===== src/rtl/lsbs_pkg.sv =====
package lsbs_pkg;

    // event codes
    localparam logic [2:0] FUNC_TICK      = 3'd0;
    localparam logic [2:0] FUNC_SET_MODE  = 3'd1;
    localparam logic [2:0] FUNC_PULSE     = 3'd2;
    localparam logic [2:0] FUNC_RAISE     = 3'd3;
    localparam logic [2:0] FUNC_CLEAR     = 3'd4;
    localparam logic [2:0] FUNC_CLEAR_ALL = 3'd5;

    // status modes
    localparam logic [2:0] MODE_BOOTING    = 3'd0;
    localparam logic [2:0] MODE_WAITING    = 3'd1;
    localparam logic [2:0] MODE_CONNECTING = 3'd2;
    localparam logic [2:0] MODE_CONNECTED  = 3'd3;
    localparam logic [2:0] MODE_READY      = 3'd4;
    localparam logic [2:0] MODE_ERROR      = 3'd5;

    // pulse kinds
    localparam logic [1:0] PULSE_NONE    = 2'd0;
    localparam logic [1:0] PULSE_SUCCESS = 2'd1;
    localparam logic [1:0] PULSE_FAILURE = 2'd2;

    localparam int unsigned DEFAULT_FAULT_SLOTS = 8;
    localparam logic [7:0]  BRIGHTNESS_RESET    = 8'd16;

    // blink code timing, ms
    localparam logic [31:0] FLASH_ON_MS  = 32'd180;
    localparam logic [31:0] FLASH_OFF_MS = 32'd140;
    localparam logic [31:0] CODE_GAP_MS  = 32'd500;

    // parity of now / period for the blinking modes (1 = odd half, dark)
    typedef struct packed {
        logic odd_400;
        logic odd_600;
        logic odd_500;
    } phase_t;

endpackage


===== src/rtl/lsbs_phase.sv =====
module lsbs_phase (
    input  logic [31:0]          now_ms,
    output lsbs_pkg::phase_t     phase
);
    import lsbs_pkg::*;

    // floor(x / d) by reciprocal: q = (x * ceil(2^k / d)) >> k, exact for the
    // given x range. 400 = 16*25, 600 = 8*75, 500 = 4*125.
    localparam logic [28:0] RECIP_25  = 29'd343597384;   // k = 33, x < 2^28
    localparam logic [29:0] RECIP_75  = 30'd916259690;   // k = 36, x < 2^29
    localparam logic [30:0] RECIP_125 = 31'd1099511628;  // k = 37, x < 2^30

    logic [56:0] prod_400;
    logic [58:0] prod_600;
    logic [60:0] prod_500;

    assign prod_400 = 57'(now_ms[31:4]) * 57'(RECIP_25);
    assign prod_600 = 59'(now_ms[31:3]) * 59'(RECIP_75);
    assign prod_500 = 61'(now_ms[31:2]) * 61'(RECIP_125);

    assign phase.odd_400 = prod_400[33];
    assign phase.odd_600 = prod_600[36];
    assign phase.odd_500 = prod_500[37];

endmodule


===== src/rtl/led_status_blink_sequencer.sv =====
// RGB status LED sequencer.
// Input channel (s_valid/s_ready): one request per event. s_func selects tick,
// set mode, trigger pulse, raise fault, clear fault or clear all; s_now_ms is
// the current millisecond time. Only a tick can make a result.
// Result channel (m_valid/m_ready): one request carrying the new red/green/blue
// intensity, sent only when the color differs from the last one sent.
// Config: cfg_wr_en/cfg_wr_data write brightness; write only idle.
// An accepted request waits in the input register, is processed once the output
// register is free; its result is registered onto m_*. One request per cycle while
// m_ready keeps up: the single input register -> processing -> output register pass.
// The mode blink phases (now/400, now/600, now/500) come from reciprocal
// multipliers ahead of the input register.
// Reset (aresetn low, synchronous): mode booting, no pulse, no faults, blink
// code at step 0 and due now, last color black, brightness 16, both channels
// empty. When the receiver stalls, the result holds in the output register and
// one more request is still taken into the input register; after that
// s_ready drops until m_ready frees the output.
module led_status_blink_sequencer #(
    parameter int unsigned FAULT_SLOTS = lsbs_pkg::DEFAULT_FAULT_SLOTS
) (
    input  logic        aclk,
    input  logic        aresetn,

    input  logic        s_valid,
    output logic        s_ready,
    input  logic [2:0]  s_func,
    input  logic [31:0] s_now_ms,
    input  logic [2:0]  s_mode,
    input  logic [1:0]  s_pulse_kind,
    input  logic [31:0] s_duration_ms,
    input  logic [2:0]  s_fault_code,

    output logic        m_valid,
    input  logic        m_ready,
    output logic [7:0]  m_red,
    output logic [7:0]  m_green,
    output logic [7:0]  m_blue,

    input  logic        cfg_wr_en,
    input  logic [7:0]  cfg_wr_data
);
    import lsbs_pkg::*;

    localparam int unsigned FIDX_W   = $clog2(FAULT_SLOTS);
    // longest code: 2 * (FAULT_SLOTS - 1) + 3 steps, step counter runs up to it
    localparam logic [6:0]  STEP_MAX = 7'(2 * FAULT_SLOTS + 1);

    // ---------------- input register ----------------
    phase_t      s_phase;

    logic        in_valid_reg;
    logic [2:0]  in_func_reg;
    logic [31:0] in_now_reg;
    logic [2:0]  in_mode_reg;
    logic [1:0]  in_kind_reg;
    logic [2:0]  in_code_reg;
    logic [31:0] in_pend_reg;   // now + duration, precomputed
    phase_t      in_phase_reg;

    lsbs_phase u_phase (
        .now_ms (s_now_ms),
        .phase  (s_phase)
    );

    // ---------------- state ----------------
    logic [7:0]             brightness_reg;
    logic [2:0]             mode_reg, mode_next;
    logic [1:0]             pulse_reg, pulse_next;
    logic [31:0]            pulse_end_reg, pulse_end_next;
    logic [FAULT_SLOTS-1:0] fault_flags_reg, fault_flags_next;
    logic [6:0]             blink_step_reg, blink_step_next;
    logic [31:0]            next_step_reg, next_step_next;
    logic [23:0]            last_color_reg;

    logic        m_valid_reg;
    logic [7:0]  m_red_reg, m_green_reg, m_blue_reg;

    // ---------------- processing ----------------
    logic                   proc_fire;
    logic                   emit_req;
    logic                   out_load;
    logic [23:0]            color;
    logic [23:0]            mode_color;
    logic [23:0]            pulse_color;
    logic [7:0]             b1, b2, b3;
    logic [FAULT_SLOTS-1:0] code_mask;
    logic [FAULT_SLOTS-1:0] low_oh;
    logic [FAULT_SLOTS-1:0] raise_flags;
    logic [FAULT_SLOTS-1:0] raise_low_oh;
    logic [FIDX_W-1:0]      fault_num;
    logic [6:0]             pairs2;
    logic [6:0]             steps;
    logic [6:0]             step;
    logic                   step_due;
    logic [31:0]            pulse_diff;
    logic                   pulse_live;

    // output slot free -> the held request can be processed
    assign proc_fire = in_valid_reg && (!m_valid_reg || m_ready);
    assign s_ready   = !in_valid_reg || proc_fire;

    always_comb begin
        b1 = brightness_reg;
        b2 = {brightness_reg[6:0], 1'b0};
        b3 = b1 + b2;

        // one-hot of the addressed fault; code 0 and codes past the table give none
        for (int i = 0; i < FAULT_SLOTS; i++) begin
            code_mask[i] = (i != 0) && (32'(in_code_reg) == 32'(i));
        end

        // isolate lowest set flag
        low_oh       = fault_flags_reg & (~fault_flags_reg + FAULT_SLOTS'(1));
        raise_flags  = fault_flags_reg | code_mask;
        raise_low_oh = raise_flags & (~raise_flags + FAULT_SLOTS'(1));

        fault_num = '0;
        for (int i = 0; i < FAULT_SLOTS; i++) begin
            if (low_oh[i]) begin
                fault_num = fault_num | FIDX_W'(i);
            end
        end

        // code = red flash, fault_num orange flashes, each with an off step
        pairs2   = (7'(fault_num) + 7'd1) << 1;
        steps    = pairs2 + 7'd1;
        step     = (blink_step_reg >= steps) ? 7'd0 : blink_step_reg;
        step_due = (next_step_reg == 32'd0) || (in_now_reg >= next_step_reg);

        unique case (mode_reg)
            MODE_BOOTING:    mode_color = in_phase_reg.odd_400 ? 24'd0 : {b1, 8'd0, b1};
            MODE_WAITING:    mode_color = in_phase_reg.odd_600 ? 24'd0 : {b1, b1, 8'd0};
            MODE_CONNECTING: mode_color = in_phase_reg.odd_600 ? 24'd0 : {8'd0, 8'd0, b1};
            MODE_CONNECTED:  mode_color = {8'd0, b1, b1};
            MODE_READY:      mode_color = {8'd0, b2, 8'd0};
            MODE_ERROR:      mode_color = in_phase_reg.odd_500 ? 24'd0 : {b2, b1, 8'd0};
            default:         mode_color = 24'd0;
        endcase

        unique case (pulse_reg)
            PULSE_SUCCESS: pulse_color = {8'd0, b3, 8'd0};
            PULSE_FAILURE: pulse_color = {b3, 8'd0, 8'd0};
            default:       pulse_color = 24'd0;
        endcase

        // pulse runs while end - now is positive as a signed value
        pulse_diff = pulse_end_reg - in_now_reg;
        pulse_live = (pulse_diff != 32'd0) && !pulse_diff[31];

        mode_next        = mode_reg;
        pulse_next       = pulse_reg;
        pulse_end_next   = pulse_end_reg;
        fault_flags_next = fault_flags_reg;
        blink_step_next  = blink_step_reg;
        next_step_next   = next_step_reg;
        emit_req         = 1'b0;
        color            = 24'd0;

        if (proc_fire) begin
            unique case (in_func_reg)
                FUNC_TICK: begin
                    if (|fault_flags_reg) begin
                        if (step_due) begin
                            emit_req = 1'b1;
                            if (!step[0] && (step < pairs2)) begin
                                color          = (step == 7'd0) ? {b3, 8'd0, 8'd0}
                                                                : {b3, b2, 8'd0};
                                next_step_next = in_now_reg + FLASH_ON_MS;
                            end else begin
                                color          = 24'd0;
                                next_step_next = in_now_reg +
                                    ((step == steps - 7'd1) ? CODE_GAP_MS : FLASH_OFF_MS);
                            end
                            blink_step_next = step + 7'd1;
                        end
                    end else begin
                        emit_req = 1'b1;
                        color    = mode_color;
                        if (pulse_reg != PULSE_NONE) begin
                            if (pulse_live) begin
                                color = pulse_color;
                            end else begin
                                pulse_next = PULSE_NONE;
                            end
                        end
                    end
                end
                FUNC_SET_MODE: begin
                    mode_next = in_mode_reg;
                end
                FUNC_PULSE: begin
                    pulse_next     = in_kind_reg;
                    pulse_end_next = in_pend_reg;
                end
                FUNC_RAISE: begin
                    if (|code_mask) begin
                        fault_flags_next = raise_flags;
                        if (!(|fault_flags_reg) || (raise_low_oh == code_mask)) begin
                            blink_step_next = 7'd0;
                            next_step_next  = 32'd0;
                        end
                    end
                end
                FUNC_CLEAR: begin
                    if (|code_mask) begin
                        fault_flags_next = fault_flags_reg & ~code_mask;
                        if (low_oh == code_mask) begin
                            blink_step_next = 7'd0;
                            next_step_next  = 32'd0;
                        end
                    end
                end
                FUNC_CLEAR_ALL: begin
                    fault_flags_next = '0;
                    blink_step_next  = 7'd0;
                    next_step_next   = 32'd0;
                end
                default: begin
                end
            endcase
        end

        // only a change of color goes out
        out_load = emit_req && (color != last_color_reg);
    end

    // ---------------- registers ----------------
    always_ff @(posedge aclk) begin
        if (s_valid && s_ready) begin
            in_func_reg  <= s_func;
            in_now_reg   <= s_now_ms;
            in_mode_reg  <= s_mode;
            in_kind_reg  <= s_pulse_kind;
            in_code_reg  <= s_fault_code;
            in_pend_reg  <= s_now_ms + s_duration_ms;
            in_phase_reg <= s_phase;
        end
        if (out_load) begin
            m_red_reg   <= color[23:16];
            m_green_reg <= color[15:8];
            m_blue_reg  <= color[7:0];
        end
    end

    always_ff @(posedge aclk) begin
        if (!aresetn) begin
            in_valid_reg    <= 1'b0;
            m_valid_reg     <= 1'b0;
            brightness_reg  <= BRIGHTNESS_RESET;
            mode_reg        <= MODE_BOOTING;
            pulse_reg       <= PULSE_NONE;
            pulse_end_reg   <= 32'd0;
            fault_flags_reg <= '0;
            blink_step_reg  <= 7'd0;
            next_step_reg   <= 32'd0;
            last_color_reg  <= 24'd0;
        end else begin
            if (s_valid && s_ready) begin
                in_valid_reg <= 1'b1;
            end else if (proc_fire) begin
                in_valid_reg <= 1'b0;
            end

            if (out_load) begin
                m_valid_reg    <= 1'b1;
                last_color_reg <= color;
            end else if (m_ready) begin
                m_valid_reg <= 1'b0;
            end

            if (cfg_wr_en) begin
                brightness_reg <= cfg_wr_data;
            end

            mode_reg        <= mode_next;
            pulse_reg       <= pulse_next;
            pulse_end_reg   <= pulse_end_next;
            fault_flags_reg <= fault_flags_next;
            blink_step_reg  <= blink_step_next;
            next_step_reg   <= next_step_next;
        end
    end

    assign m_valid = m_valid_reg;
    assign m_red   = m_red_reg;
    assign m_green = m_green_reg;
    assign m_blue  = m_blue_reg;

    // ---------------- checks ----------------
    // fault 0 is never stored
    a_no_fault_zero: assert property (@(posedge aclk) disable iff (!aresetn)
        !fault_flags_reg[0])
        else $error("fault slot 0 set");

    // only ticks produce results
    a_emit_on_tick: assert property (@(posedge aclk) disable iff (!aresetn)
        out_load |-> (in_func_reg == FUNC_TICK))
        else $error("result from a non-tick event");

    // a result always carries a new color
    a_color_changes: assert property (@(posedge aclk) disable iff (!aresetn)
        out_load |=> (last_color_reg != $past(last_color_reg)))
        else $error("repeated color emitted");

    // processing never overwrites a pending result
    a_no_overwrite: assert property (@(posedge aclk) disable iff (!aresetn)
        (m_valid_reg && !m_ready) |-> !out_load)
        else $error("pending result overwritten");

    // step counter stays within the longest code
    a_step_bound: assert property (@(posedge aclk) disable iff (!aresetn)
        blink_step_reg <= STEP_MAX)
        else $error("blink step out of range");

endmodule

===== config.mk =====
export PLATFORM = sky130hd
export DESIGN_NAME = led_status_blink_sequencer
export DESIGN_NICKNAME = d
export VERILOG_FILES = /design/src/rtl/lsbs_pkg.sv /design/src/rtl/lsbs_phase.sv /design/src/rtl/led_status_blink_sequencer.sv
export SDC_FILE = /design/constraint.sdc
export NUM_CORES = 2
export LEC_CHECK = 0
export ABC_AREA = 1
export ABC_CLOCK_PERIOD_IN_PS = 6400
export BUFFER_PORTS_ARGS = -buffer_cell sky130_fd_sc_hd__buf_2
export CAP_MARGIN = 25
export CORE_MARGIN = 5
export CORE_UTILIZATION = 36
export DETAILED_ROUTE_END_ITERATION = 8
export SLEW_MARGIN = 25
export SYNTH_ARGS = -nofsm -noshare
export SYNTH_HDL_FRONTEND = slang
export SYNTH_SLANG_ARGS = --single-unit

===== constraint.sdc =====
create_clock -name aclk -period 6.4 [get_ports aclk]
set_input_delay 0.64 -clock aclk [delete_from_list [all_inputs] [get_ports aclk]]
set_output_delay 0.64 -clock aclk [all_outputs]
set_load 0.01 [all_outputs]

==> results by stage <==
Setup path:
- Counting buffers and inverters, the worst setup path is 21 cells deep.
- The longest individual stage delay on the worst path is 0.54 ns.
- Among the stages of the critical path, the cell type that occurs most often is fa_1.
- The startpoint type of the worst setup path is an input port.
- The cell with the biggest individual delay on the critical path is fa_1.
- The signal on the critical path passes through buf_2, buf_12, ha_1, fa_1, fa_1, fa_1, inv_1, fa_1, inv_1, fa_1, fa_1, fa_1, ha_1, a21oi_1, nor2_1, a2111oi_0, o41ai_1, a21oi_1, buf_4, o221ai_1, xor2_1.
- The kind of critical path is in2reg.
- Counting both buffers and inverters, the worst setup path holds a total of 5.
- The family of cells with the greatest summed delay on the critical path is adder cells.
- The arrival time of the worst setup path is approximately 6.4 ns.
- The worst setup path is captured at a flop.
- The required time reported for the critical path endpoint is between 6 and 7 ns.
- Of all nets on the critical path, the largest fanout is 6.
- Measured in cells, the most critical reg-to-reg path has a length of between 40 and 50.

Global route:
- The first global-routing pass estimated around 180000 µm of wire.
- Global routing consumed, over all layers together, 21.11% of the routing resources.
- The number of global-route vias before repair is a little over 30k.
- The largest net degree at the start of global routing is between 40 and 50.
- The remaining global-route overflow is 0.
- The number of antenna violations at the first check in global routing is 6.

STA:
- Setup violations remaining at the end of the flow were counted as 0.
- The relative slew slack is about two fifths.
- The achievable frequency is around 160 MHz.
- Setup repair after global routing left no endpoint under its margin.
- The count of final hold-check violations is 0.
- The worst clock skew on the final layout is 0.01981 ns.
- Setup total negative slack on the finished layout was measured at 0 ns.
- The number of pins with negative max-slew slack in the final report is 0.
- The actual transition at the worst max-transition pin is 0.9088 ns.
- In the finished design, the share of the clock period the worst path needs comes to a little over nine tenths.
- The minimum clock period after layout is between 6 and 7 ns.

Job:
- The number of max-capacitance violations reported is 0.

Die:
- The initial cell density of the core is approximately 36%.
- The floorplan has around 120 rows.
- The die is between 300 and 400 µm wide.
- The floorplan step set the die height to roughly 330 µm.
- The core region is about 100000 µm².
- The total die area is 110100 µm².
- The number of primary I/O pins is ~110.

Place:
- The count of buffers added on input and output ports is about 110.
- The post-placement cell count is approximately 6.0k.
- The routability-driven placement congestion ratio is 0.9716.
- The placed wire-length estimate after detailed placement is 101000 µm.

Pwr:
- The power spent charging and discharging nets is about 11 mW.
- The worst vdd rail ir drop is 1001 µV.
- The switching part of the total power is about 50%.
- In this run the static leakage power is approximately 22 nW.
- Of the total power, combinational logic draws between 80 and 90%.
- Of the total power, registers draw approximately 8.5%.
- In this run the power density over the cells is around 500 nW/µm².
- The design internal power is 10.73 mW.
- The clock network is responsible for 6.7% of the overall power.

Route:
- Once detail routing completed, the nets flagged for antenna violations numbered 0.
- The routed wire length per instance is approximately 19 µm.
- After detailed routing, the total wire length is 116100 µm.
- The number of DRC violations after detailed routing is 0.
- The final route contains roughly 29k vias.
- Using the TritonRoute via totals, the vias-per-cell ratio works out to approximately 4.9.
- The first detailed-routing pass took 7 iterations.
- The starting DRC count in detailed routing is about 1.9k.

Yosys:
- The register area share after synthesis is between 10 and 15%.
- The number of library cell types mapped by synthesis is 57.
- The predominant post-synthesis flop cell is dfxtp_1.
- By count the netlist is led by inv_1 (1071), ha_1 (655), nand2_1 (603).
- The top cell type by area accounts for 29.68% of the synthesized area.
- The Yosys step of the flow raised 0 warnings.
- The cell count after synthesis is roughly 4.3k.
- Counting flops with an async set or reset pin after synthesis yields a share of 0%.
- In this run the mean area of a mapped cell was 8.761 µm².
- The synthesized netlist net count is 5553.
- In the post-synthesis netlist, the cell with the most instances is inv_1.
- The total of flip-flops plus latches after synthesis is about 220.
- The post-synthesis cell type with the largest combined area is fa_1.
- The number of enable-type register cells in the synthesized netlist is 102.
- The netlist area before placement is roughly 37000 µm².
- Sorting the synthesized cells by area gives the leading types as fa_1 (30%), ha_1 (22%), inv_1 (11%), edfxtp_1 (8.2%), dfxtp_1 (6.3%).

Final layout:
- Cells fill between 40% and 50% of the core in the end.
- The area growth from synthesis to layout is 14.10%.
- The finished layout holds about 6k standard cells, fillers aside.
- After the last flow step, the layout net total stands at between 5k and 6k.
- Of the cells placed in the final design, the portion with a size suffix greater than 1 is 10.71%.

Clocking:
- After clock tree synthesis, the clock-pin slew on the worst setup and hold paths is approximately 0.080 ns.
- Counting along the longest clock path gives a buffer depth of 3.
- The clock net sink count is around 220.
- The total clock buffers created by CTS is 25.
- The root buffer selected by CTS is clkbuf_16.
- The insertion delay of the later-clocked pin in the worst-skew pair is about 0.56 ns.
- The clock tree from TritonCTS is yes.
- In this run the number of H-tree levels came out at 1.

Min path:
- The tightest min-delay check is of the in2reg type.
- The instance count along the most critical hold path is 1.

Outcome:
- The flow ran to the end, and the final reports show no timing, DRC or antenna violations.
## logic make-up (layout without fill, tap and decap cells)
kind of cell,after synthesis,after routing,synth area share (%)
compound gates,369,369,5.777
xor+xnor,122,122,2.865
fa+ha+maj,1208,1208,51.66
buf+inv,1132,1517,11.48
flops,219,219,14.49
other cells,0,4,0
simple gates,1207,1207,13.73
## layer usage
metal	up-vias	track usage, %	routed length (µm)
met1	14368	27.77	49620
met4	4	7.204	5100
met2	805	36.35	55400
met3	181	2.334	5965
met5	-	0	25
li1	14132	-	-
## area by class of cell
type                            instances  area [µm²]
Timing Repair Buffer                  390        2770
Sequential cell                       219        5409
Antenna cell                            4       10.01
Multi-Input combinational cell       2906       27790
Clock buffer                           29       661.9
Tap cell                             1380        1727
Fill cell                           10369       60650
Clock inverter                         16       126.4
Inverter                             1082        4063
## per-stage QoR
| stage | setup WS (ns) | total power [mW] | hold WS [ns] | instance area, µm² |
|---|---|---|---|---|
| after floorplan | 0.4602 | 13.98 | 0.4237 | 37290 |
| after global placement | -0.1765 | 19.68 | 0.4406 | 41540 |
| after detailed placement | -0.2513 | 19.92 | 0.4461 | 41540 |
| after CTS | 0.007176 | 21.62 | 0.2353 | 42330 |
| after global routing | 0.001716 | 24.36 | 0.2459 | 42540 |
| final | 0.2870 | 21.41 | 0.2625 | 42550 |
## cells in the final DEF (no fill, tap or decap), types with 10 or more instances in the layout
cell type and instances:
a211oi_1 35, a21oi_1 158, a31oi_1 14, buf_12 10, buf_2 113, buf_4 267, clkbuf_16 26, dfxtp_1 116
edfxtp_1 102, fa_1 553, ha_1 653, inv_1 1069, nand2_1 591, nand2_2 16, nand3_1 131, nand3b_1 16
nand4_1 50, nor2_1 282, nor3_1 63, nor4_1 21, o21ai_0 88, xnor2_1 62, xor2_1 60
## power groups by stage
stage	combinational [mW]	clock, mW	sequential [mW]
4_1_cts	18.3	1.47	1.81
6_report	18.2	1.43	1.81
2_1_floorplan	12.2	0	1.76
3_5_place_dp	18.1	0	1.84
5_1_grt	21.0	1.52	1.82
3_3_place_gp	17.8	0	1.84
## worst reg2reg max path, delay by kind of cell, from the launching register on
kind | cells | cell delay (ns)
AO/OA/AOI/OAI | 7 | 1.11
adder cells (fa/ha/maj) | 4 | 0.98
buffers and inverters | 5 | 0.44
flip-flops | 1 | 0.36
AND/OR/NAND/NOR | 26 | 2.98
## repair_timing
item,in CTS,in global routing
setup endpoints to repair,0,13
setup buffers,0,5
hold buffers,0,0
resized for setup,0,48
## final timing paths
kind         slack [ns]                from                end
max                0.29         s_now_ms[9]    in_phase_reg[0]
min                0.26           s_mode[1]     in_mode_reg[1]
max reg2reg        0.45  fault_flags_reg[2]  next_step_reg[23]
min reg2reg        0.45   blink_step_reg[5]  blink_step_reg[5]
Power figures use the tool's default switching activity.
